[config.mk]
export PLATFORM = sky130hd
export DESIGN_NAME = second_chance_frame_replacer
export DESIGN_NICKNAME = d
export VERILOG_FILES = /design/src/rtl/core/scfr_pkg.sv /design/src/rtl/core/scfr_ram.sv /design/src/rtl/core/second_chance_frame_replacer.sv
export SDC_FILE = /design/constraint.sdc
export NUM_CORES = 2
export LEC_CHECK = 0
export BUFFER_PORTS_ARGS = -buffer_cell sky130_fd_sc_hd__buf_2
export CAP_MARGIN = 15
export CORE_MARGIN = 8
export CORE_UTILIZATION = 35
export DETAILED_ROUTE_END_ITERATION = 10
export PLACE_DENSITY_LB_ADDON = 0.05
export SLEW_MARGIN = 10
export SYNTH_ARGS = -nofsm -noshare
export SYNTH_HDL_FRONTEND = slang
export SYNTH_SLANG_ARGS = --single-unit
[constraint.sdc]
create_clock -name clk -period 5.9 [get_ports clk]
set_clock_uncertainty 0.05 [all_clocks]
set_input_delay 1.18 -clock clk [delete_from_list [all_inputs] [get_ports clk]]
set_output_delay 1.18 -clock clk [all_outputs]
set_load 0.05 [all_outputs]
[src/rtl/core/scfr_pkg.sv]
`timescale 1ns / 1ps

package scfr_pkg;

  // Width of the slot field on both streams
  localparam int SLOT_FIELD_W = 6;

  // Defaults for the top-level parameters
  localparam int FRAMES_DEFAULT    = 64;
  localparam int PAGE_BITS_DEFAULT = 36;

  // Command codes carried on s_tuser
  localparam logic CMD_TOUCH = 1'b0;
  localparam logic CMD_CLAIM = 1'b1;

endpackage

[src/rtl/core/scfr_ram.sv]
`timescale 1ns / 1ps

// Simple dual-port RAM: one write port, one read port, registered read data.
module scfr_ram #(
  parameter int DEPTH = scfr_pkg::FRAMES_DEFAULT,
  parameter int WIDTH = scfr_pkg::PAGE_BITS_DEFAULT,
  localparam int AW = $clog2(DEPTH)
) (
  input  logic             clk,
  input  logic             we,
  input  logic [AW-1:0]    waddr,
  input  logic [WIDTH-1:0] wdata,
  input  logic [AW-1:0]    raddr,
  output logic [WIDTH-1:0] rdata
);

  logic [WIDTH-1:0] mem [DEPTH];

  // write port
  always_ff @(posedge clk) begin
    if (we) begin
      mem[waddr] <= wdata;
    end
  end

  // registered read port
  always_ff @(posedge clk) begin
    rdata <= mem[raddr];
  end

endmodule

[src/rtl/core/second_chance_frame_replacer.sv]
`timescale 1ns / 1ps

// Second-chance (clock) frame table with FRAMES slots.
// Input stream s_*: s_tuser is the command (touch or claim), s_tdata holds
// touch_slot and page_number. Output stream m_*: one beat per input beat,
// m_tuser is the evicted flag, m_tdata holds granted_slot and evicted_page.
// Slots fill in order 0, 1, 2, ...; once full, a claim walks the hand,
// clearing referenced bits, and replaces the first unreferenced slot.
// Timing: a touch, or a claim while free slots remain, goes from S_IDLE
// to S_DONE, which loads the output register and returns to S_IDLE, where
// the next beat can be taken. A claim on a full table first passes through
// S_CHECK, passing over the referenced slots (at most FRAMES) until it
// finds an unreferenced one. The walk tests one slot a cycle, set by the
// single read port of the referenced-bit memory.
// s_tready is high whenever no item is in work, also while a finished
// result waits on m_*. A stalled receiver holds the output register; a
// finished item then waits until it frees, and no new beat is taken.
// Reset (rst, synchronous) empties the table and parks the hand on slot 0;
// no clearing pass is needed, the fill count marks which slots hold pages.
module second_chance_frame_replacer #(
  parameter int FRAMES    = scfr_pkg::FRAMES_DEFAULT,
  parameter int PAGE_BITS = scfr_pkg::PAGE_BITS_DEFAULT,
  localparam int DATA_W   = ((scfr_pkg::SLOT_FIELD_W + PAGE_BITS + 7) / 8) * 8
) (
  input  logic              clk,
  input  logic              rst,
  // slave side
  input  logic              s_tvalid,
  output logic              s_tready,
  input  logic [DATA_W-1:0] s_tdata,  // touch_slot, page_number, zero fill
  input  logic              s_tuser,  // cmd
  // master side
  output logic              m_tvalid,
  input  logic              m_tready,
  output logic [DATA_W-1:0] m_tdata,  // granted_slot, evicted_page, zero fill
  output logic              m_tuser   // evicted
);

  localparam int IW = $clog2(FRAMES);
  localparam int CW = $clog2(FRAMES + 1);
  localparam int SW = scfr_pkg::SLOT_FIELD_W;

  typedef enum logic [1:0] {S_IDLE, S_CHECK, S_DONE} state_t;

  state_t                 state;
  logic [IW-1:0]          hand;
  logic [CW-1:0]          fill_count;
  logic [PAGE_BITS-1:0]   pg;
  logic [SW-1:0]          res_slot;
  logic                   res_evicted;
  logic [PAGE_BITS-1:0]   res_page;

  logic                   in_beat;
  logic                   is_claim;
  logic                   full;
  logic                   occupied;
  logic [SW-1:0]          in_slot;
  logic [PAGE_BITS-1:0]   in_page;
  logic [31:0]            touch32;
  logic [IW-1:0]          touch_idx;
  logic [IW-1:0]          fill_idx;
  logic [IW-1:0]          hand_next;
  logic [31:0]            fill32;
  logic [31:0]            hand32;
  logic [SW-1:0]          fill_slot;
  logic [SW-1:0]          hand_slot;

  logic                   page_we;
  logic [IW-1:0]          page_waddr;
  logic [PAGE_BITS-1:0]   page_wdata;
  logic [PAGE_BITS-1:0]   page_rd;
  logic                   ref_we;
  logic [IW-1:0]          ref_waddr;
  logic [0:0]             ref_wdata;
  logic [0:0]             ref_rd;
  logic [IW-1:0]          raddr;

  // input decode
  assign s_tready  = (state == S_IDLE);
  assign in_beat   = s_tvalid && s_tready;
  assign is_claim  = (s_tuser == scfr_pkg::CMD_CLAIM);
  assign in_slot   = s_tdata[SW-1:0];
  assign in_page   = s_tdata[SW+PAGE_BITS-1:SW];
  assign touch32   = 32'(in_slot);
  assign touch_idx = touch32[IW-1:0];
  assign full      = (fill_count == CW'(FRAMES));
  // slots fill in order, so a slot holds a page exactly when it is below the count
  assign occupied  = (touch32 < 32'(fill_count));
  assign fill_idx  = fill_count[IW-1:0];

  // shared hand step with wrap
  assign hand_next = (hand == IW'(FRAMES - 1)) ? '0 : hand + 1'b1;

  // slot indexes onto the 6-bit result field
  assign fill32    = 32'(fill_idx);
  assign hand32    = 32'(hand);
  assign fill_slot = fill32[SW-1:0];
  assign hand_slot = hand32[SW-1:0];

  // memory port control
  always_comb begin
    page_we    = 1'b0;
    page_waddr = fill_idx;
    page_wdata = in_page;
    ref_we     = 1'b0;
    ref_waddr  = fill_idx;
    ref_wdata  = 1'b0;
    raddr      = hand;
    case (state)
      S_IDLE: begin
        if (in_beat && is_claim && !full) begin
          page_we = 1'b1;
          ref_we  = 1'b1;
        end else if (in_beat && !is_claim && occupied) begin
          ref_we    = 1'b1;
          ref_waddr = touch_idx;
          ref_wdata = 1'b1;
        end
      end
      S_CHECK: begin
        ref_we     = 1'b1;
        ref_waddr  = hand;
        page_waddr = hand;
        page_wdata = pg;
        page_we    = !ref_rd[0];
        if (ref_rd[0]) begin
          raddr = hand_next;
        end
      end
      default: begin
      end
    endcase
  end

  scfr_ram #(
    .DEPTH(FRAMES),
    .WIDTH(PAGE_BITS)
  ) u_page_ram (
    .clk  (clk),
    .we   (page_we),
    .waddr(page_waddr),
    .wdata(page_wdata),
    .raddr(raddr),
    .rdata(page_rd)
  );

  scfr_ram #(
    .DEPTH(FRAMES),
    .WIDTH(1)
  ) u_ref_ram (
    .clk  (clk),
    .we   (ref_we),
    .waddr(ref_waddr),
    .wdata(ref_wdata),
    .raddr(raddr),
    .rdata(ref_rd)
  );

  // sequencer and output register
  always_ff @(posedge clk) begin
    if (rst) begin
      state      <= S_IDLE;
      hand       <= '0;
      fill_count <= '0;
      m_tvalid   <= 1'b0;
    end else begin
      // output register drains unless a new result loads it this cycle
      if (m_tvalid && m_tready && state != S_DONE) begin
        m_tvalid <= 1'b0;
      end
      case (state)
        S_IDLE: begin
          if (in_beat) begin
            res_slot    <= '0;
            res_evicted <= 1'b0;
            res_page    <= '0;
            pg          <= in_page;
            if (!is_claim) begin
              state <= S_DONE;
            end else if (!full) begin
              res_slot   <= fill_slot;
              fill_count <= fill_count + 1'b1;
              state      <= S_DONE;
            end else begin
              state <= S_CHECK;
            end
          end
        end
        S_CHECK: begin
          hand <= hand_next;
          if (!ref_rd[0]) begin
            res_slot    <= hand_slot;
            res_evicted <= 1'b1;
            res_page    <= page_rd;
            state       <= S_DONE;
          end
        end
        S_DONE: begin
          if (!m_tvalid || m_tready) begin
            m_tvalid <= 1'b1;
            m_tdata  <= DATA_W'({res_page, res_slot});
            m_tuser  <= res_evicted;
            state    <= S_IDLE;
          end
        end
        default: begin
          state <= S_IDLE;
        end
      endcase
    end
  end

  // fill count never passes the table size
  a_fill_bound: assert property (@(posedge clk) disable iff (rst)
    fill_count <= CW'(FRAMES))
    else $error("fill count beyond table size");

  // the hand walks only over a full table
  a_sweep_full: assert property (@(posedge clk) disable iff (rst)
    (state == S_CHECK) |-> full)
    else $error("sweep on a table that is not full");

  // a claim on a table with free slots takes exactly one more slot
  a_fill_step: assert property (@(posedge clk) disable iff (rst)
    (in_beat && is_claim && !full) |=> (fill_count == $past(fill_count) + 1'b1))
    else $error("fill count did not step on claim");

  // the hand moves only while sweeping
  a_hand_still: assert property (@(posedge clk) disable iff (rst)
    (state != S_CHECK) |=> $stable(hand))
    else $error("hand moved outside a sweep");

  // a finished item reaches the output once the register is free
  a_done_out: assert property (@(posedge clk) disable iff (rst)
    (state == S_DONE && (!m_tvalid || m_tready)) |=> (m_tvalid && state == S_IDLE))
    else $error("finished result not delivered");

endmodule
* Word-level counts from Yosys, hierarchy flattened *
Memory sizes are Yosys's and may differ from the RTL's. A register that Yosys moved wholly into a read port is not among the register bits.
Cells that the tools add are included.

word-level totals
  flip-flop bits (word level) = 138
  bits in latches = 0
  bits in writable memories = 2368
  bits in read-only memories = 0
  input port bits = 53
  output and inout bits = 51
  memories kept = 2

memory list
  name            depth  width  rd ports  clocked after Yosys merged registers in  write ports  line            source
  u_page_ram.mem  64     36     1         1                                        1            scfr_ram.sv:17  logic [WIDTH-1:0] mem [DEPTH];
  u_ref_ram.mem   64     1      1         1                                        1            scfr_ram.sv:17

cells by class
  add/subtract/negate cells = 2
  multiply operators = 0
  div/mod/pow operators = 0
  magnitude comparators = 1
  eq/ne operators = 8
  shift operators = 0
  multiplexer cells = 39
  bitwise logic cells = 2
  reductions and logical operators = 19

operators by type and width
  kind                                                                      count
  36-bit two-way mux                                                        3
  36-bit one-hot mux with 2 select lines                                    1
  6-bit two-way mux                                                         10
  6-bit one-hot mux with 2 select lines                                     2
  1-bit two-way mux                                                         14
  2-bit two-way mux                                                         5
  3-bit AND reduction                                                       3
  4-bit AND reduction                                                       2
  7-bit by 1-bit adder with 7-bit output (second input constant)            1
  7-bit equality test (second input constant)                               1
  1-bit logical AND                                                         7
  6-bit by 7-bit < comparator with 1-bit output                             1
  6-bit by 1-bit adder with 6-bit output (second input constant)            1
  6-bit equality test (second input constant)                               1
  2-bit inequality test (second input constant)                             3
  1-bit one-hot mux with 2 select lines                                     3
  2-bit one-hot mux with 3 select lines                                     1
  1-bit zero test                                                           4
  2-bit by 1-bit equality test with 1-bit output (second input constant)    1
  2-bit equality test (second input constant)                               1
  2-bit zero test                                                           1
  2-bit by 1-bit inequality test with 1-bit output (second input constant)  1
  1-bit inverter                                                            2
  2-bit nonzero test                                                        1
  1-bit logical OR                                                          1

* Longest topological paths before layout *
  depth in word-level cells = 9
  depth in mapped cells = 13

* Modules after synthesis *
Synthesis repeated with hierarchy kept, for this count alone.

second synthesis, totals
  cell total of the unflattened synthesis = 4451
  area total of the unflattened synthesis = 96659.0 µm²

by module, submodules not included
  module                        times used  cells each  area an instance (µm²)
  scfr_ram (u_page_ram)         1           3780        87973.1
  second_chance_frame_replacer  1           467         5771.8
  scfr_ram (u_ref_ram)          1           204         2914.0

* Worst setup path before layout *
OpenSTA, ideal clock, no wires.

  kind = in2reg
  start = input port rst
  end = register m_tdata[0], enable pin
  setup time = 0.506 ns
  data arrival time = 4.588 ns
  data required time = 5.344 ns
  setup slack = 0.757 ns
  cell stages on the path = 2
  buffers on the path = 1
  cells stage by stage = clkbuf_1 -> nor3b_1

on the way
  longest elaborated chain between the ends = 2

ends and longest elaborated chain
  what                                  line                                 source
  start: declaration                    second_chance_frame_replacer.sv:26   input logic rst,
  1-bit inverter (no source line)       --
  3-bit AND reduction (no source line)  --
  end signal: assignment                second_chance_frame_replacer.sv:201  m_tdata <= DATA_W'({res_page, res_slot});
  end: declaration                      second_chance_frame_replacer.sv:35   output logic [DATA_W-1:0] m_tdata,

Every way passes these cells.
A chain may end at the register's enable or synchronous reset.

* Worst setup path in the final report *
  start = register hand[1]
  end = register u_page_ram.rdata[28], read port of u_page_ram.mem

on the way
  longest elaborated chain between the ends = 4

ends and longest elaborated chain
  what                                                                           line                                 source
  start: declaration                                                             second_chance_frame_replacer.sv:46   logic [IW-1:0] hand;
  start signal: assignment                                                       second_chance_frame_replacer.sv:190  hand <= hand_next;
  6-bit by 1-bit adder with 6-bit output or 6-bit equality test (tied branches)  second_chance_frame_replacer.sv:92   assign hand_next = (hand == IW'(FRAMES - 1)) ? '0 : hand + 1'b1;
  6-bit two-way mux                                                              second_chance_frame_replacer.sv:92
  6-bit two-way mux                                                              second_chance_frame_replacer.sv:126  if (ref_rd[0]) begin
  6-bit two-way mux *                                                            second_chance_frame_replacer.sv:109  case (state)
  end: declaration                                                               scfr_ram.sv:14                       output logic [WIDTH-1:0] rdata

Every way passes the cells marked *; elsewhere a longest branch is shown, timed or not.

==> summary.txt <==
Timing
  – Setup TNS: 0 ns
  – Hold Fails Final Rpt: 0
  – Part of the cycle the worst path needs: 79.0%
  – Least-Margin Pin Slew: 1.17 ns
  – Worst hold slack: approximately 0.37 ns
  – Final Slew Violations: 0
  – Fin crit period: 4.66 ns
  – PnR worst setup slack: 1.24 ns
  – Slew headroom: 21.9%
  – RSZ-0062 raised after global routing: false
  – Setup violators final: 0
  – FMAX: 215 MHz

Power and ir drop
  – Max VDD drop: 0.191 mV
  – P_leak: 42.9 nW
  – Power Dens Cells: just under 300 nW/um^2
  – Pwr Total: approximately 39 mW

Clock network
  – CTS tree: done
  – H-tree depth: 5
  – Number of CTS-inserted buffers: a little over 300
  – # hold bufs at CTS: 0
  – Clk slew on worst S/H paths: 0.06 ns
  – PostCTS Resize Cnt: 0
  – CTS Sinks: around 2,500
  – Maximum buffer depth of the clock tree: 4
  – Clk Latency, worst-skew pair: 0.91 ns
  – Clk root buf: clkbuf_16
  – Setup bufs post-CTS: 0

GRT
  – Vias in the first global route: 83,900
  – GR Util All Layers: about 25%
  – Initial antenna violation count: 21
  – Largest net degree at the start of global routing: 196
  – First-pass GRT wire length: 628,000 um
  – Total gr overflow: 0

Outcome
  – Status: complete, no violations

Yosys
  – Post-synth top area cell: edfxtp_1
  – Mean Syn Cell Area: 11.8 sq um
  – Proportion of synthesized chip area in sequential cells: 65.4%
  – Number of enable flip-flop cells after synthesis: 2,490
  – Post-synth top flop: edfxtp_1
  – Asr flop ratio synth: 0%
  – Post-synth top area share: between 60% and 70%
  – Synth top area cells: edfxtp_1 (64%), nand2_1 (8.1%), nor3_1 (3.5%), a311oi_1 (3.0%), a31oi_1 (2.6%)
  – Synth cell count leaders: nand2_1 (2,512), edfxtp_1 (2,490), nor3_1 (811)
  – Most numerous cell in the Yosys netlist: nand2_1
  – Synth cell types: 73
  – Synthesized flop and latch total: 2,543
  – Yosys warnings: 0
  – Post-Syn Area: 116,000 sq um
  – Cells after Synth: 9,841

Worst setup path
  – Largest fanout on the critical path: 56
  – Worst flop-to-flop path startpoint: hand[1]$_SDFFE_PP0P_
  – Capture point of the worst reg-to-reg path: u_page_ram.rdata[28]$_DFF_P_
  – Crit. End Element: register
  – Flop2flop setup slack: 1.24 ns
  – Arr. time, crit path: 5.43 ns
  – Setup crit start kind: register
  – CP Class: reg2reg
  – Required time of the critical path: roughly 6.7 ns
  – Worst r2r path cells: 12

Routing
  – 1st-pass router iterations: 6
  – Drt total wl: approximately 450,000 um
  – Post-DR wirelength/cell: 31.2 um
  – Remaining antenna violation count after routing: 0
  – Initial DRC count: 8,448
  – Drt drc: 0
  – Via count: about 86,000
  – Routed vias/inst: around 6.0

Die
  – Die width: between 500 and 600 um
  – # IOs: 104
  – Core Region: 330,000 sq um
  – DIE HEIGHT: 592 um
  – Initial Utilization: 35.2%
  – DIE AREA: 350,000 sq um
  – Rows: 211

Place
  – DP HPWL: 243,000 um
  – Dpl ws: 1.31 ns
  – Port Buffers: 91
  – RD Place Congestion: 0.771
  – Placed insts: 13,800

Layout
  – Area of the multi-input gates: 37,200 sq um
  – Layout cell share with drive strength beyond 1: 12.7%
  – Non-Filler Instances: 14,300
  – # nets final: 9,756
  – Fill count: 30,800
  – Area Growth Syn to Fin: 14.2%
  – FF/Latch Area: 75,800 sq um

Hold path
  – Hold EP: m_tdata[24]$_DFFE_PP_
  – Hold crit path type: reg2reg
  – Hold Crit Start: res_page[18]$_SDFFCE_PN0P_
  – Hold depth: 0

Job
  – Max cap viols: 0
[critical path, cell delays in order (launching register included)]
cell and delay (ns):
dfxtp_1 0.74, ha_1 0.41, nand3_1 0.20, o21ai_4 0.76, buf_12 0.32, buf_12 0.35
buf_4 0.29, nor3_1 0.06, a311oi_1 0.29, a221oi_1 0.15, o21ai_0 0.30, o2111ai_1 0.32
o22ai_1 0.25
[cell usage in the layout, fill, tap and decap left out, types with 56 or more instances in the layout]
cell,n
a31oi_1,474
o211ai_1,65
mux2_2,203
nor3_1,811
buf_4,239
o21ai_0,412
a311oi_1,399
o311ai_0,64
o2111ai_1,64
a221oi_1,213
buf_2,91
nand2_1,2476
a21oi_1,64
nand3_1,260
clkbuf_1,93
nor2_1,114
mux2i_1,88
nor2_4,65
or3_1,70
clkbuf_16,316
edfxtp_1,2490
mux4_2,81
buf_12,114
a211oi_1,193
clkinv_1,56
[sequential cells by signal, indices dropped and copies added (netlist names)]
name and count:
m_tvalid 1, fill_count 7, res_page 36, u_page_ram.mem 2304, m_tuser 1, pg 36, hand 6, res_evicted 1
m_tdata 42, u_ref_ram.rdata 1, u_ref_ram.mem 64, state 2, res_slot 6, u_page_ram.rdata 36
[stage by stage]
stage | util [%] | area (sq um)
final | 40.1 | 132000
after global routing | 40.1 | 132000
after CTS | 40.1 | 132000
after detailed placement | 37.3 | 123000
after global placement | 37.3 | 123000
after floorplan | - | 116000
[worst max-delay path by stage]
stage / startpoint / to / slack, ns / depth (start not counted)
floorplan: rst / m_tdata[0]$_DFFE_PP_ / 0.76 / 2
global placement: s_tuser / u_page_ram.mem[7][4]$_DFFE_PP_ / 1.34 / 8
detailed placement: hand[1]$_SDFFE_PP0P_ / u_page_ram.rdata[32]$_DFF_P_ / 1.31 / 12
CTS: hand[1]$_SDFFE_PP0P_ / u_page_ram.rdata[11]$_DFF_P_ / 1.29 / 11
global route: hand[1]$_SDFFE_PP0P_ / u_page_ram.rdata[11]$_DFF_P_ / 1.00 / 11
finish: hand[1]$_SDFFE_PP0P_ / u_page_ram.rdata[28]$_DFF_P_ / 1.24 / 12
[area by class of cell]
| type | instances | area share (%) |
|---|---|---|
| diodes | 14 | 0.0264 |
| clock buffers | 427 | 6.42 |
| clock inverters | 116 | 0.616 |
| inverters | 11 | 0.0387 |
| multi-input cells | 6390 | 28.1 |
| flip-flops and latches | 2543 | 57.3 |
| well taps | 4366 | 4.12 |
| repair buffers | 444 | 3.42 |
[metal layers]
layer  vias to the layer above  GRT usage, %  part of all wire, %
met3                       610          3.46                  6.7
met4                         0          6.94                  3.0
met5                         -             0                    0
met1                     44800          34.3                   44
li1                      37500             -                    -
met2                      3334          40.2                   47
[cell families (layout without fill, tap and decap cells)]
group,after synthesis,in the layout,share of synthesized area (%)
xor+xnor,10,10,0.0755
mux,374,374,4.32
other cells,1,20,0.00323
compound gates,2059,2059,12.6
buf+inv,913,998,3.21
simple gates,3933,3933,14.3
fa+ha+maj,8,8,0.0863
flops,2543,2543,65.4
[power by group]
group          switching (mW)  internal, mW  total, mW
Combinational           0.531        0.0941      0.625
Sequential             0.0380          19.9       19.9
Clock                    7.60          10.4       18.0
No activity file was read; power rests on OpenSTA's default activity.
